[src/rtl/srdm_pkg.sv]
// Shared types and constants for the sorted read duplicate marker.
`default_nettype none

package srdm_pkg;

    localparam int CFG_IDX_BITS  = 2;
    localparam int CFG_DATA_BITS = 16;
    localparam int TOL_BITS      = 16;

    localparam logic [CFG_IDX_BITS-1:0] CFG_IDX_OUTER = 2'd0;
    localparam logic [CFG_IDX_BITS-1:0] CFG_IDX_TOL   = 2'd1;

    typedef struct packed {
        logic                outer_coords_only;
        logic [TOL_BITS-1:0] coord_tolerance;
    } t_cfg;

endpackage

`default_nettype wire

[src/rtl/srdm_rec_if.sv]
// Record request channel: valid/ready handshake with one aligned read record.
`default_nettype none

interface srdm_rec_if #(
    parameter int COORD_BITS = 32
) ();
    logic                  valid;
    logic                  ready;
    logic                  first_record;
    logic                  reverse_strand;
    logic [COORD_BITS-1:0] start_coord;
    logic [COORD_BITS-1:0] end_coord;
    logic                  is_trimmed;

    modport source (
        output valid, first_record, reverse_strand, start_coord, end_coord, is_trimmed,
        input  ready
    );
    modport sink (
        input  valid, first_record, reverse_strand, start_coord, end_coord, is_trimmed,
        output ready
    );
endinterface

`default_nettype wire

[src/rtl/srdm_res_if.sv]
// Result request channel: valid/ready handshake with the unique/duplicate mark.
`default_nettype none

interface srdm_res_if ();
    logic valid;
    logic ready;
    logic uniq_flag;

    modport source (
        output valid, uniq_flag,
        input  ready
    );
    modport sink (
        input  valid, uniq_flag,
        output ready
    );
endinterface

`default_nettype wire

[src/rtl/srdm_cfg.sv]
// Configuration register file: mode bit and coordinate tolerance.
`default_nettype none

module srdm_cfg (
    input  wire logic                               i_clk,
    input  wire logic                               i_rst_n,
    input  wire logic                               i_cfg_we,
    input  wire logic [srdm_pkg::CFG_IDX_BITS-1:0]  i_cfg_idx,
    input  wire logic [srdm_pkg::CFG_DATA_BITS-1:0] i_cfg_wdata,
    output srdm_pkg::t_cfg                          o_cfg
);

    srdm_pkg::t_cfg r_cfg;
    srdm_pkg::t_cfg n_cfg;

    always_comb begin
        n_cfg = r_cfg;
        if (i_cfg_we) begin
            case (i_cfg_idx)
                srdm_pkg::CFG_IDX_OUTER: n_cfg.outer_coords_only = i_cfg_wdata[0];
                srdm_pkg::CFG_IDX_TOL:
                    n_cfg.coord_tolerance = i_cfg_wdata[srdm_pkg::TOL_BITS-1:0];
                default: n_cfg = r_cfg;
            endcase
        end
    end

    always_ff @(posedge i_clk) begin
        if (!i_rst_n) begin
            r_cfg <= '0;
        end else begin
            r_cfg <= n_cfg;
        end
    end

    assign o_cfg = r_cfg;

endmodule

`default_nettype wire

[src/rtl/srdm_classify.sv]
// Duplicate decision for one record against the current reference alignment.
`default_nettype none

module srdm_classify #(
    parameter int COORD_BITS = 32
) (
    input  wire srdm_pkg::t_cfg         i_cfg,
    input  wire logic                   i_ref_strand,
    input  wire logic [COORD_BITS-1:0]  i_ref_start,
    input  wire logic [COORD_BITS-1:0]  i_ref_end,
    input  wire logic                   i_first,
    input  wire logic                   i_strand,
    input  wire logic [COORD_BITS-1:0]  i_start,
    input  wire logic [COORD_BITS-1:0]  i_end,
    input  wire logic                   i_trimmed,
    output logic                        o_unique,
    output logic                        o_take_ref
);

    localparam int CMP_BITS = (COORD_BITS > srdm_pkg::TOL_BITS) ? COORD_BITS
                                                                 : srdm_pkg::TOL_BITS;

    logic [COORD_BITS:0]   start_ab;
    logic [COORD_BITS:0]   start_ba;
    logic [COORD_BITS:0]   end_ab;
    logic [COORD_BITS:0]   end_ba;
    logic [COORD_BITS-1:0] start_diff;
    logic [COORD_BITS-1:0] end_diff;
    logic [CMP_BITS-1:0]   tol_ext;
    logic                  start_near;
    logic                  end_near;
    logic                  near_dup;
    logic                  anchor_match;

    // Absolute differences: borrow out of a-b picks b-a.
    assign start_ab   = {1'b0, i_start} - {1'b0, i_ref_start};
    assign start_ba   = {1'b0, i_ref_start} - {1'b0, i_start};
    assign end_ab     = {1'b0, i_end} - {1'b0, i_ref_end};
    assign end_ba     = {1'b0, i_ref_end} - {1'b0, i_end};
    assign start_diff = start_ab[COORD_BITS] ? start_ba[COORD_BITS-1:0]
                                             : start_ab[COORD_BITS-1:0];
    assign end_diff   = end_ab[COORD_BITS] ? end_ba[COORD_BITS-1:0]
                                           : end_ab[COORD_BITS-1:0];

    assign tol_ext    = CMP_BITS'(i_cfg.coord_tolerance);
    assign start_near = CMP_BITS'(start_diff) <= tol_ext;
    assign end_near   = CMP_BITS'(end_diff) <= tol_ext;
    assign near_dup   = (i_strand == i_ref_strand) && start_near && end_near;

    // Forward reads anchor on start, reverse reads on end.
    assign anchor_match = i_strand ? (i_end == i_ref_end) : (i_start == i_ref_start);

    always_comb begin
        o_take_ref = 1'b1;
        o_unique   = 1'b1;
        if (i_first) begin
            o_unique = 1'b1;
        end else if (near_dup) begin
            o_unique   = 1'b0;
            o_take_ref = 1'b0;
        end else if (i_cfg.outer_coords_only) begin
            o_unique = 1'b1;
        end else begin
            o_unique = !(anchor_match && !i_trimmed);
        end
    end

endmodule

`default_nettype wire

[src/rtl/sorted_read_duplicate_marker.sv]
// Top level of the sorted read duplicate marker.
// Marks each record of a sorted alignment stream as unique (1) or duplicate (0) and
// takes one record per cycle while the result side does not stall. A record is captured
// in an input register, compared combinationally against the reference alignment (four
// subtracts, two compares, an anchor equality check), and its mark moves into the result
// register once it frees up. Unless the record is a near duplicate, the reference is
// updated in the same cycle, so the next record sees it without a bubble. Configuration
// writes are taken at any cycle and should be issued only while the block is idle.
`default_nettype none

module sorted_read_duplicate_marker #(
    parameter int COORD_BITS = 32
) (
    input  wire logic                               i_clk,
    input  wire logic                               i_rst_n,
    input  wire logic                               i_cfg_we,
    input  wire logic [srdm_pkg::CFG_IDX_BITS-1:0]  i_cfg_idx,
    input  wire logic [srdm_pkg::CFG_DATA_BITS-1:0] i_cfg_wdata,
    srdm_rec_if.sink                                i_rec,
    srdm_res_if.source                              o_res
);

    srdm_pkg::t_cfg cfg;

    logic                  r_in_valid;
    logic                  r_in_first;
    logic                  r_in_strand;
    logic [COORD_BITS-1:0] r_in_start;
    logic [COORD_BITS-1:0] r_in_end;
    logic                  r_in_trimmed;

    logic                  r_ref_strand;
    logic [COORD_BITS-1:0] r_ref_start;
    logic [COORD_BITS-1:0] r_ref_end;

    logic                  r_out_valid;
    logic                  r_out_unique;

    logic                  advance;
    logic                  in_take;
    logic                  move;
    logic                  unique_mark;
    logic                  take_ref;

    srdm_cfg u_cfg (
        .i_clk      (i_clk),
        .i_rst_n    (i_rst_n),
        .i_cfg_we   (i_cfg_we),
        .i_cfg_idx  (i_cfg_idx),
        .i_cfg_wdata(i_cfg_wdata),
        .o_cfg      (cfg)
    );

    srdm_classify #(
        .COORD_BITS(COORD_BITS)
    ) u_classify (
        .i_cfg       (cfg),
        .i_ref_strand(r_ref_strand),
        .i_ref_start (r_ref_start),
        .i_ref_end   (r_ref_end),
        .i_first     (r_in_first),
        .i_strand    (r_in_strand),
        .i_start     (r_in_start),
        .i_end       (r_in_end),
        .i_trimmed   (r_in_trimmed),
        .o_unique    (unique_mark),
        .o_take_ref  (take_ref)
    );

    // Result register frees up when empty or being taken this cycle.
    assign advance     = !r_out_valid || o_res.ready;
    assign i_rec.ready = !r_in_valid || advance;
    assign in_take     = i_rec.valid && i_rec.ready;
    assign move        = r_in_valid && advance;

    always_ff @(posedge i_clk) begin
        if (!i_rst_n) begin
            r_in_valid   <= 1'b0;
            r_out_valid  <= 1'b0;
            r_ref_strand <= 1'b0;
            r_ref_start  <= '0;
            r_ref_end    <= '0;
        end else begin
            if (in_take) begin
                r_in_valid <= 1'b1;
            end else if (move) begin
                r_in_valid <= 1'b0;
            end
            if (move) begin
                r_out_valid <= 1'b1;
            end else if (o_res.ready) begin
                r_out_valid <= 1'b0;
            end
            if (move && take_ref) begin
                r_ref_strand <= r_in_strand;
                r_ref_start  <= r_in_start;
                r_ref_end    <= r_in_end;
            end
        end
    end

    always_ff @(posedge i_clk) begin
        if (in_take) begin
            r_in_first   <= i_rec.first_record;
            r_in_strand  <= i_rec.reverse_strand;
            r_in_start   <= i_rec.start_coord;
            r_in_end     <= i_rec.end_coord;
            r_in_trimmed <= i_rec.is_trimmed;
        end
        if (move) begin
            r_out_unique <= unique_mark;
        end
    end

    assign o_res.valid     = r_out_valid;
    assign o_res.uniq_flag = r_out_unique;

endmodule

`default_nettype wire

[src/flat_wrapper.sv]
// flat-port wrapper written by rule: the top's interface ports become plain ports
module sorted_read_duplicate_marker_flat 
#(
    parameter int COORD_BITS = 32
)
  (i_clk, i_rst_n, i_cfg_we, i_cfg_idx, i_cfg_wdata, i_rec_valid, i_rec_first_record, i_rec_reverse_strand, i_rec_start_coord, i_rec_end_coord, i_rec_is_trimmed, i_rec_ready, o_res_valid, o_res_uniq_flag, o_res_ready);
  srdm_rec_if #(.COORD_BITS(COORD_BITS)) i_rec_i ();
  srdm_res_if o_res_i ();
  input  wire logic i_clk;
  input  wire logic i_rst_n;
  input  wire logic i_cfg_we;
  input  wire logic [srdm_pkg::CFG_IDX_BITS-1:0] i_cfg_idx;
  input  wire logic [srdm_pkg::CFG_DATA_BITS-1:0] i_cfg_wdata;
  input wire logic [$bits(i_rec_i.valid)-1:0] i_rec_valid;
  input wire logic [$bits(i_rec_i.first_record)-1:0] i_rec_first_record;
  input wire logic [$bits(i_rec_i.reverse_strand)-1:0] i_rec_reverse_strand;
  input wire logic [$bits(i_rec_i.start_coord)-1:0] i_rec_start_coord;
  input wire logic [$bits(i_rec_i.end_coord)-1:0] i_rec_end_coord;
  input wire logic [$bits(i_rec_i.is_trimmed)-1:0] i_rec_is_trimmed;
  output wire logic [$bits(i_rec_i.ready)-1:0] i_rec_ready;
  output wire logic [$bits(o_res_i.valid)-1:0] o_res_valid;
  output wire logic [$bits(o_res_i.uniq_flag)-1:0] o_res_uniq_flag;
  input wire logic [$bits(o_res_i.ready)-1:0] o_res_ready;
  assign i_rec_i.valid = i_rec_valid;
  assign i_rec_i.first_record = i_rec_first_record;
  assign i_rec_i.reverse_strand = i_rec_reverse_strand;
  assign i_rec_i.start_coord = i_rec_start_coord;
  assign i_rec_i.end_coord = i_rec_end_coord;
  assign i_rec_i.is_trimmed = i_rec_is_trimmed;
  assign i_rec_ready = i_rec_i.ready;
  assign o_res_valid = o_res_i.valid;
  assign o_res_uniq_flag = o_res_i.uniq_flag;
  assign o_res_i.ready = o_res_ready;
  sorted_read_duplicate_marker #(.COORD_BITS(COORD_BITS)) u_core (.i_clk(i_clk), .i_rst_n(i_rst_n), .i_cfg_we(i_cfg_we), .i_cfg_idx(i_cfg_idx), .i_cfg_wdata(i_cfg_wdata), .i_rec(i_rec_i), .o_res(o_res_i));
endmodule
[config.mk]
export PLATFORM = sky130hd
export DESIGN_NAME = sorted_read_duplicate_marker_flat
export DESIGN_NICKNAME = d
export VERILOG_FILES = /design/src/rtl/srdm_pkg.sv /design/src/rtl/srdm_rec_if.sv /design/src/rtl/srdm_res_if.sv /design/src/rtl/srdm_cfg.sv /design/src/rtl/srdm_classify.sv /design/src/rtl/sorted_read_duplicate_marker.sv /design/src/flat_wrapper.sv
export SDC_FILE = /design/constraint.sdc
export NUM_CORES = 1
export LEC_CHECK = 0
export BUFFER_PORTS_ARGS = -buffer_cell sky130_fd_sc_hd__buf_2
export CAP_MARGIN = 10
export CORE_MARGIN = 2
export CORE_UTILIZATION = 35
export DETAILED_ROUTE_END_ITERATION = 8
export PLACE_DENSITY = 0.59
export SLEW_MARGIN = 20
export SYNTH_ARGS = -nofsm -noshare
export SYNTH_HDL_FRONTEND = slang
export SYNTH_SLANG_ARGS = --single-unit
[constraint.sdc]
create_clock -name i_clk -period 8.2 [get_ports i_clk]
set_clock_uncertainty 0.05 [all_clocks]
set_input_delay 0.82 -clock i_clk [delete_from_list [all_inputs] [get_ports i_clk]]
set_output_delay 0.82 -clock i_clk [all_outputs]
set_load 0.05 [all_outputs]
Word level (Yosys, flattened, before mapping)
Index checks and enable logic that the tools add are counted.

storage, ports and cells
  bits in latches = 0
  ROM bits = 0
  flip-flop bits (word level) = 152
  memory bits (writable) = 0
  logic and storage cells = 51
  memories = 0
  output and inout bits = 3

operators by class
  reduce and logical (&&, ||, !) cells = 17
  shifts and indexed selects = 0
  equality and inequality tests = 4
  add/subtract/negate cells = 4
  $mul = 0
  mux-type cells = 11
  bitwise gates (word level) = 0
  divide/modulo/power cells = 0
  magnitude comparators = 2

operators by type and width
  cell                                                 count
  subtractor 32 x 32 -> 33 bit                         2
  equality test 32 bit                                 2
  <= comparator 32 x 16 -> 1 bit                       2
  2-to-1 mux 32 bit                                    2
  subtractor 32 bit                                    2
  2-to-1 mux 1 bit                                     9
  logical AND 1 bit                                    6
  zero test 1 bit                                      4
  AND reduction 2 bit                                  2
  nonzero test 2 bit                                   2
  equality test 2 x 1 -> 1 bit, second input constant  1
  zero test 2 bit                                      1
  logical OR 1 bit                                     2
  equality test 1 bit                                  1

Depth between registers and ports, before layout
Gate-level depths: netlist of run 1.

  depth in word-level cells = 8
  mapped depth = 29
  mapped depth without buffers = 24

By module
Synthesis of run 1 repeated with hierarchy kept, for this count alone.

unflattened totals
  cell total of the unflattened synthesis = 1,607
  area, all modules = 13,280.2 µm²

by module, submodules not included
  module                        cells each  area an instance (µm²)  times used
  srdm_classify                 1,171       7,797.5                 1
  sorted_read_duplicate_marker  361         4,782.1                 1
  srdm_cfg                      75          700.7                   1

Least setup slack after synthesis of run 1
OpenSTA, ideal clock, no wires.

  kind = register to register
  start = register u_core.r_in_end[29]
  end = register u_core.r_ref_start[10]
  arrival time = 6,253 ps
  path buffers = 6
  clock period less this slack = 6,439 ps
  data required time = 8,014 ps
  setup slack = 1,761 ps
  cell stages (with the launch flop) = 26
  path through = edfxtp_1 -> ha_1 -> clkbuf_1 -> and2_1 -> and3_1 -> a221oi_2 -> nand3_2 -> o21ai_2 -> clkbuf_1 -> buf_1 -> a21oi_1 -> xor2_1 -> ha_1 -> a21o_1 -> a21o_1 -> a2111oi_0 -> o211ai_1 -> a22o_1 -> or4_1 -> a2111o_1 -> or4_1 -> buf_2 -> buf_6 -> buf_2 -> a2bb2oi_1 -> o311ai_1

between the ends
  word-level cells in the longest chain between the ends = 7
  elaborated cells between the ends (all ways) = 8
  classes of those cells = add/sub: 2; order compare: 1; mux: 3; reduce/logical: 2

RTL lines
  item                                                               line                                      source
  from (decl)                                                        sorted_read_duplicate_marker.sv:29        logic [COORD_BITS-1:0] r_in_end;
  from (signal assigned)                                             sorted_read_duplicate_marker.sv:107       r_in_end <= i_rec.end_coord;
  subtractor 32 x 32 -> 33 bit or subtractor 32 bit (tied branches)  srdm_classify.sv:38, srdm_classify.sv:39
  2-to-1 mux 32 bit *                                                srdm_classify.sv:42                       assign end_diff = end_ab[COORD_BITS] ? end_ba[COORD_BITS-1:0]
  <= comparator 32 x 16 -> 1 bit *                                   srdm_classify.sv:47                       assign end_near = CMP_BITS'(end_diff) <= tol_ext;
  logical AND 1 bit *                                                srdm_classify.sv:48                       assign near_dup = (i_strand == i_ref_strand) && start_near && end_near;
  2-to-1 mux 1 bit *                                                 srdm_classify.sv:58                       end else if (near_dup) begin
  2-to-1 mux 1 bit *                                                 srdm_classify.sv:56                       if (i_first) begin
  logical AND 1 bit *                                                sorted_read_duplicate_marker.sv:94        if (move && take_ref) begin
  to (signal assigned)                                               sorted_read_duplicate_marker.sv:96        r_ref_start <= r_in_start;
  to (decl)                                                          sorted_read_duplicate_marker.sv:33        logic [COORD_BITS-1:0] r_ref_start;

Every way passes the cells marked *; elsewhere a longest branch is shown, timed or not.
A chain may end at the register's enable or synchronous reset.

Final worst setup path of run 1
  start = register u_core.r_in_start[17]
  end = register u_core.r_ref_end[9]

between the ends
  word-level cells in the longest chain between the ends = 8
  elaborated cells between the ends (all ways) = 9
  classes of those cells = add/sub: 2; order compare: 1; mux: 3; reduce/logical: 3

RTL lines
  item                                                               line                                      source
  from (decl)                                                        sorted_read_duplicate_marker.sv:28        logic [COORD_BITS-1:0] r_in_start;
  from (signal assigned)                                             sorted_read_duplicate_marker.sv:106       r_in_start <= i_rec.start_coord;
  subtractor 32 x 32 -> 33 bit or subtractor 32 bit (tied branches)  srdm_classify.sv:36, srdm_classify.sv:37
  2-to-1 mux 32 bit *                                                srdm_classify.sv:40                       assign start_diff = start_ab[COORD_BITS] ? start_ba[COORD_BITS-1:0]
  <= comparator 32 x 16 -> 1 bit *                                   srdm_classify.sv:46                       assign start_near = CMP_BITS'(start_diff) <= tol_ext;
  logical AND 1 bit * (2 in a row)                                   srdm_classify.sv:48
  2-to-1 mux 1 bit *                                                 srdm_classify.sv:58
  2-to-1 mux 1 bit *                                                 srdm_classify.sv:56
  logical AND 1 bit *                                                sorted_read_duplicate_marker.sv:94
  to (signal assigned)                                               sorted_read_duplicate_marker.sv:97        r_ref_end <= r_in_end;
  to (decl)                                                          sorted_read_duplicate_marker.sv:34        logic [COORD_BITS-1:0] r_ref_end;

Marked as above.

==> results of run 1 <==
layout make-up:
class                           instances  area [um2]
Fill cell                            4294       25800
Multi-Input combinational cell       1414        9990
Sequential cell                       152        3720
Tap cell                              539         674
Inverter                              161         604
Timing Repair Buffer                  106         568
Clock buffer                           17         425
Clock inverter                         15         166
layout by cell type (no fill, tap or decap), types with 17 or more instances in the layout:
cell type	Yosys	final
a2bb2oi_1	56	56
clkbuf_16	0	17
buf_2	43	91
nand4_1	36	36
nand3_1	21	21
a21o_1	36	36
inv_1	161	161
a21boi_0	21	21
o21a_1	23	23
dfxtp_1	84	84
nor2_1	62	61
edfxtp_1	68	68
ha_1	158	158
o311ai_1	53	53
nor3_1	30	30
xnor2_1	36	36
o21ai_0	171	171
a21oi_1	163	163
nand2_1	190	190
and3_1	75	75
mux2i_1	26	26
routing by layer:
| layer | track usage (%) | vias up |
|---|---|---|
| met1 | 27.4 | 6826 |
| li1 | - | 6837 |
| met4 | 8.12 | 0 |
| met3 | 3.64 | 68 |
| met2 | 35.1 | 359 |
| met5 | 0 | - |
metrics by stage:
stage | instance area (um2) | worst slack [ps] | util [%] | power [mW] | hold slack [ps]
after global routing | 16100 | 551 | 38.5 | 3.08 | 418
after detailed placement | 15600 | 962 | 37.1 | 2.08 | 409
after CTS | 16100 | 945 | 38.5 | 2.91 | 400
after floorplan | 14900 | 1760 | - | 1.76 | 393
after global placement | 15600 | 1040 | 37.1 | 2.07 | 408
final | 16100 | 923 | 38.5 | 2.89 | 416
path summary, 6_finish.rpt:
kind,start,to,cells after the start
worst max register to register,u_core.r_in_start[17],u_core.r_ref_end[9],20
worst min-delay path,u_core.u_cfg.o_cfg[1],u_core.u_cfg.o_cfg[1],2
worst max-delay path,u_core.r_in_start[17],u_core.r_ref_end[9],20
worst min register to register,u_core.u_cfg.o_cfg[1],u_core.u_cfg.o_cfg[1],2
power by group through the flow:
stage | clock network [mW] | registers [mW] | logic, mW
after floorplan | 0 | 0.893 | 0.863
after CTS | 0.846 | 0.892 | 1.18
after detailed placement | 0 | 0.908 | 1.17
final | 0.812 | 0.891 | 1.19
after global routing | 0.866 | 0.899 | 1.32
after global placement | 0 | 0.906 | 1.16
worst register-to-register path, stage by stage, from the launching register on:
cell	delay (ps)
edfxtp_1	420
ha_1	480
a21oi_1	300
o21ai_1	220
a22oi_2	250
and3_1	460
nand2_1	370
or3b_2	550
o31ai_1	100
xnor2_1	150
ha_1	320
nand4_1	120
or3_1	380
or2_2	320
a22o_1	230
or4_1	410
a2111o_1	390
or4_4	860
buf_4	410
a2bb2oi_1	230
o311ai_1	120
logic make-up (layout without fill, tap and decap cells):
family                     after synthesis  in the layout  synth area share [%]
xor gates and xnor gates                51             51                  3.00
AOI/OAI and AO/OA                      687            687                  31.8
DFF                                    152            152                  25.0
and+or+nand+nor                        485            485                  16.3
buffers and inverters                  292            299                  8.17
adders and majority gates              162            162                  13.8
muxes                                   29             29                  1.97
sequential cells by signal, indices dropped and copies added (netlist names), 17 cells and up:
name	cells
u_core.r_in_end	32
u_core.r_ref_end	32
u_core.r_in_start	32
u_core.u_cfg.o_cfg	17
u_core.r_ref_start	32
==> impl_metrics.tcl, run 1 <==
set metrics [dict create \
    grt_pass1_wl_mm 74.3 \
    wl_per_cell_um 19.2 \
    synth.top_cell.area_share_pct 13.7 \
    numCtsBuffers 17 \
    hold_viol 0 \
    post_cts_buffers 0 \
    p_switching_mw 1.13 \
    netlist_top_cells_area "edfxtp_1, ha_1, dfxtp_1" \
    drtIter0Drc 941 \
    cts_resized 0 \
    drc_errors 0 \
    wl_met3_mm 1.94 \
    drt_pass1_iterations 5 \
    ys_warn_count 0 \
    power_frac_comb_pct 41.0 \
    diodes 0 \
    cts_tree "done" \
    drv_cap 0 \
    rsz0062_at_grt "no" \
    final_nets 2104 \
    clock_power_share_pct 28.1 \
    vias 14100 \
    hold_class "flop to flop" \
    cts-root-buf "clkbuf_16" \
    fmax_ghz 0.137 \
    yosysMostFrequentCell "nand2_1" \
    drv_slew 0 \
    crit_top_cell "ha_1" \
    crit_type "flop to flop" \
    synth_cell_type_count 84 \
    grt.overflow.total 0 \
    slowest_delay_ps 860 \
    antenna_found_initial 0 \
    io-pin-count 93 \
    synth_top_area_cell "edfxtp_1" \
    place.gp.congestion 0.985 \
    setup_violations 0 \
    cellLeakagePower_nw 6.63 \
    dpl.cell_count 2372 \
    ant_nets 0 \
    h-tree-depth 4 \
    power_density_nw_per_um2 179 \
    min_period_ps 7280 \
    drive_gt1_share_pct 10.9 \
    fp.dieH_um 210 \
    clock_sinks 152 \
    track_usage_pct 21.1 \
    outcome "finished, final reports clean" \
    rows 75 \
    initial_core_util_pct 35.5 \
    synth_seq_cells 152 \
    top_layer_used "met4" \
    grt_pass1_vias 13700 \
    area.growth.synth_to_final_pct 8.43 \
    layout.cells.non_filler 2404 \
    internal_power_mw 1.76 \
    rrSetupSlack_ps 920 \
    cp_top_family "simple AND/OR/NAND/NOR gates" \
    syn_area_um2 14900 \
    synthCells 1858 \
    sequentialPowerShare_pct 30.9 \
    tns_ps 0 \
    syn_nets 2110 \
    syn_area_per_cell_um2 8.02 \
    core_area_um2 41900 \
    crit_chain "ha_1, a21oi_1, o21ai_1, a22oi_2, and3_1, nand2_1, or3b_2, o31ai_1, xnor2_1, ha_1, nand4_1, or3_1, or2_2, a22o_1, or4_1, a2111o_1, or4_4, buf_4, a2bb2oi_1, o311ai_1" \
    peakVddDrop_uv 175 \
    slew-limit-headroom_pct 33.3 \
    cp-end-kind "flop" \
    synth_common_cells "nand2_1, o21ai_0, a21oi_1" \
    detailed_place_hpwl_mm 35.5 \
    wl_met1_mm 21.3 \
    synth_edf_count 68 \
    dieArea_um2 44200 \
    cts.clk_slew.worst_paths_ps 70 \
    vias_per_cell 5.86 \
    io_buffers 92 \
    clk_latency_ps 500 \
    swShare_pct 39.2 \
    path_max_fanout 73 \
    wirelength_mm 46.3 \
    cts_buffer_depth 2 \
    synthArstFlopShare_pct 0 \
    wl_met2_mm 21.9 \
    synthFlopType "dfxtp_1" \
    postCtsHoldBufs 0 \
    startpoint_type "flop" \
    min_period_over_period_pct 88.7 \
    yosysSeqAreaShare_pct 25.0 \
    arrival_ps 7570 \
    slowest_stage "or4_4" \
    cp.required_ps 8490 \
    die_w_um 210 \
    worst-path-buf-inv 1 \
    grt_max_degree 86 \
    worst_pin_slew_ps 1000 \
]
(Power assumes the default switching activity.)
==> run 2: changes to the inputs <==
- CELL_PAD_IN_SITES_DETAIL_PLACEMENT: unset -> 0
- CELL_PAD_IN_SITES_GLOBAL_PLACEMENT: unset -> 1
- PLACE_DENSITY: 0.59 -> 0.72
==> run 2 against run 1 <==
- hold slack improved by 6.6 ps
- design area increased by 0.57%
- sequential share of layout area decreased by 0.13 points
- final cell count about the same
- fmax decreased by 2.6%
- critical path depth unchanged
- largest cell class unchanged
==> impl_metrics.tcl, run 2 (synthesized netlist as in run 1, its figures left out) <==
set metrics [dict create \
    outcome "finished, final reports clean" \
    peakVddDrop_uv 149 \
    path_max_fanout 49 \
    dpl.cell_count 2369 \
    grt_pass1_wl_mm 76.8 \
    antenna_found_initial 1 \
    core_area_um2 41900 \
    wirelength_mm 48.1 \
    fmax_ghz 0.134 \
    startpoint_type "flop" \
    cp-end-kind "flop" \
    dieArea_um2 44200 \
    cts_resized 0 \
    track_usage_pct 22.0 \
    arrival_ps 7750 \
    cp.required_ps 8480 \
    final_nets 2102 \
    drive_gt1_share_pct 10.8 \
    place.gp.congestion 0.895 \
    layout.cells.non_filler 2402 \
    grt_pass1_vias 13900 \
    min_period_over_period_pct 91.1 \
    cts.clk_slew.worst_paths_ps 60 \
    grt.overflow.total 0 \
    hold_viol 0 \
    dpl-instance-area_um2 15500 \
    drc_errors 0 \
    clk_latency_ps 480 \
    post_cts_buffers 0 \
    vias_per_cell 5.85 \
    io_buffers 92 \
    grt_max_degree 79 \
    drt_pass1_iterations 7 \
    tns_ps 0 \
    final_common_cell "nand2_1" \
    cts-root-buf "clkbuf_16" \
    die_w_um 210 \
    cts_buffer_depth 2 \
    slowest_stage "nor2_2" \
    io-pin-count 93 \
    crit_type "flop to flop" \
    h-tree-depth 4 \
    total_power_mw 3.03 \
    cts_tree "done" \
    slew-limit-headroom_pct 34.4 \
    dp_slack_ps 748 \
    drtIter0Drc 900 \
    slowest_delay_ps 870 \
    worst_pin_slew_ps 983 \
    vias 14100 \
    diodes 0 \
    final_cell_mix "nand2_1, o21ai_0, a21oi_1, inv_1, ha_1" \
    min_period_ps 7470 \
    cellLeakagePower_nw 6.67 \
    ant_nets 0 \
    wl_per_cell_um 20.0 \
    crit_chain "ha_1, a21oi_1, o21ai_1, a22oi_2, nand3_1, nor2_2, a21oi_1, a221oi_1, xnor2_1, ha_1, nand4_1, or3_1, or2_2, a22o_1, or4_1, a2111o_1, or4_4, buf_4, a2bb2oi_1, o311ai_1" \
    worstSetupStartpoint "u_core.r_in_start[23]" \
    detailed_place_hpwl_mm 36.3 \
    rsz0062_at_grt "no" \
    area.growth.synth_to_final_pct 9.05 \
    hold_class "flop to flop" \
    rows 75 \
    drv_cap 0 \
    numCtsBuffers 17 \
    setup_slack_ps 726 \
    initial_core_util_pct 35.5 \
    r2r_start "u_core.r_in_start[23]" \
    fin_area_um2 16200 \
    power_density_nw_per_um2 187 \
    hold_path_startpoint "u_core.u_cfg.o_cfg[8]" \
    setup_violations 0 \
    fp.dieH_um 210 \
    drv_slew 0 \
    postCtsHoldBufs 0 \
    clock_sinks 152 \
]
run 2: cell count changes in the layout (fill, tap and decap cells not counted), sizes merged:
cell	change
inv	-5
clkinvlp	-2
clkbuf	+1
bufinv	+4
clkinv	+2
buf	-2
run 2: power by group:
group | leakage (nW) | internal [mW] | switching [mW] | total [mW]
clock network | 0.335 | 0.581 | 0.367 | 0.948
logic | 4.98 | 0.455 | 0.738 | 1.19
registers | 1.35 | 0.847 | 0.0429 | 0.890
run 2: cell type report:
cell class	count	area, um2
Timing Repair Buffer	104	566
Clock buffer	18	439
Inverter	161	604
Tap cell	539	674
Clock inverter	14	246
Sequential cell	152	3720
Multi-Input combinational cell	1414	9990
Fill cell	4310	25700
run 2: stage by stage:
step	utilization, %	hold slack [ps]
floorplan	-	393
global placement	37.0	408
detailed placement	37.0	416
CTS	38.7	426
global route	38.7	438
finish	38.7	422
run 2: critical path, delay by kind of cell, from the launching register on:
kind | cells | cell delay [ps]
AND/OR/NAND/NOR | 7 | 3240
XOR/XNOR | 1 | 110
AO/OA/AOI/OAI | 9 | 2310
adder cells (fa/ha/maj) | 2 | 730
flip-flops | 1 | 420
buffers and inverters | 1 | 410
run 2: final timing paths:
check	end	cells past startpoint	slack, ps
max	u_core.r_ref_end[19]	20	730
min	u_core.u_cfg.o_cfg[8]	2	420
max reg2reg	u_core.r_ref_end[19]	20	730
min reg2reg	u_core.u_cfg.o_cfg[8]	2	420
run 2: layer usage:
layer | up-vias | GRT usage, % | wire length, um
li1 | 6852 | - | -
met5 | - | 0 | 13
met2 | 344 | 37.9 | 23200
met1 | 6790 | 27.7 | 21500
met4 | 2 | 8.56 | 1450
met3 | 71 | 3.37 | 1930
==> run 3: changes to the inputs <==
- CORE_UTILIZATION: 35 -> 47
- PLACE_DENSITY: 0.72 -> 0.9
==> run 3 against run 2 <==
- die area fell by 25%
- via count rose by 0.90%
- first-iteration DRC count rose by 22%
- highest routed layer is now met4
==> impl_metrics.tcl, run 3 (synthesized netlist as in run 1, its figures left out) <==
set metrics [dict create \
    outcome "finished, final reports clean" \
    final_common_cell "nand2_1" \
    track_usage_pct 26.9 \
    hold_class "flop to flop" \
    wl_per_cell_um 19.9 \
    grt_pass1_vias 13800 \
    drt_pass1_iterations 6 \
    cp_top_family "simple AND/OR/NAND/NOR gates" \
    min_period_ps 7340 \
    cts_tree "done" \
    cts_buffer_depth 2 \
    core_area_um2 31400 \
    path_max_fanout 72 \
    grt_max_degree 89 \
    place.gp.congestion 0.920 \
    antenna_found_initial 0 \
    worst-path-buf-inv 2 \
    wirelength_mm 45.0 \
    cts_resized 0 \
    drc_errors 0 \
    crit_type "flop to flop" \
    slew-limit-headroom_pct 29.5 \
    dp_slack_ps 880 \
    crit_chain "ha_1, a21oi_1, o21ai_1, a22oi_2, nand3_1, nor2_2, buf_4, nor2_1, a31oi_1, xor2_1, ha_1, nand4_1, or3_1, or2_2, a22o_1, or4_1, a2111o_1, or4_4, buf_12, a2bb2oi_1, o311ai_1" \
    die_w_um 182 \
    slowest_delay_ps 810 \
    startpoint_type "flop" \
    drtIter0Drc 1098 \
    h-tree-depth 4 \
    clock_sinks 152 \
    io_buffers 92 \
    grt.overflow.total 0 \
    vias 14200 \
    dieArea_um2 33100 \
    post_cts_buffers 0 \
    cts.clk_slew.worst_paths_ps 70 \
    drv_slew 0 \
    power_density_nw_per_um2 181 \
    hold_viol 0 \
    setup_slack_ps 856 \
    crit_top_cell "ha_1" \
    fp.dieH_um 182 \
    diodes 0 \
    drv_cap 0 \
    fillers 3065 \
    cp.required_ps 8450 \
    postCtsHoldBufs 0 \
    arrival_ps 7590 \
    rsz0062_at_grt "no" \
    final_util_pct 50.8 \
    grt_pass1_wl_mm 71.8 \
    clk_latency_ps 460 \
    min_period_over_period_pct 89.6 \
    setup_violations 0 \
    final_cell_mix "nand2_1, o21ai_0, a21oi_1, inv_1, ha_1" \
    io-pin-count 93 \
    initial_core_util_pct 47.4 \
    cellLeakagePower_nw 6.61 \
    drive_gt1_share_pct 10.6 \
    cp-end-kind "flop" \
    numCtsBuffers 17 \
    slowest_stage "or4_4" \
    area.growth.synth_to_final_pct 7.14 \
    ant_nets 0 \
    rows 65 \
    vias_per_cell 6.27 \
    tns_ps 0 \
    fmax_ghz 0.136 \
    final_nets 2100 \
    cts-root-buf "clkbuf_16" \
    peakVddDrop_uv 159 \
    worst_pin_slew_ps 1060 \
    detailed_place_hpwl_mm 33.2 \
]
[run 3: cell types whose count changed in the layout (fill, tap and decap cells not counted)]
cell,delta
buf_4,-2
bufinv_16,-4
clkinv_1,+1
clkinv_2,+1
clkinv_4,-3
clkinvlp_4,+3
inv_6,+2
[run 3: per-layer routing]
layer | track usage [%] | up-vias | share of wire, %
li1 | - | 6831 | -
met1 | 33.9 | 6855 | 44
met2 | 46.6 | 419 | 49
met3 | 3.95 | 81 | 4.3
met4 | 10.2 | 0 | 2.8
met5 | 0 | - | 0
[run 3: area by class of cell]
class                   instances  area (um2)  share of cell area [%]
well taps                     402         503                    3.15
flip-flops and latches        152        3720                    23.3
inverters                     161         604                    3.79
clock buffers                  18         439                    2.75
multi-input cells            1414        9990                    62.6
repair buffers                102         551                    3.45
clock inverters                14         149                   0.933
[run 3: final timing paths]
path	start	endpoint	slack (ps)	depth (start not counted)
worst min-delay path	u_core.u_cfg.o_cfg[10]	u_core.u_cfg.o_cfg[10]	420	2
worst max-delay path	u_core.r_in_start[17]	u_core.r_ref_end[17]	860	21
worst min register to register	u_core.u_cfg.o_cfg[10]	u_core.u_cfg.o_cfg[10]	420	2
worst max register to register	u_core.r_in_start[17]	u_core.r_ref_end[17]	860	21
[run 3: through the flow]
| step | hold slack [ps] | cells | area, um2 | total power, mW |
|---|---|---|---|---|
| floorplan | 393 | 1858 | 14900 | 1.76 |
| global placement | 407 | 2231 | 15400 | 2.05 |
| detailed placement | 412 | 2231 | 15400 | 2.06 |
| CTS | 421 | 2263 | 16000 | 2.89 |
| global route | 444 | 2263 | 16000 | 3.06 |
| finish | 420 | 2263 | 16000 | 2.89 |
[run 3: tightest hold or removal path: cells and delay by family, from the launching register on]
family / cells / cell delay (ps)
flops: 1 / 310
simple gates: 1 / 50
compound gates: 1 / 60
[run 3: power breakdown]
group / switching (mW) / internal, mW
logic: 0.726 / 0.454
registers: 0.0427 / 0.847
clock network: 0.366 / 0.458
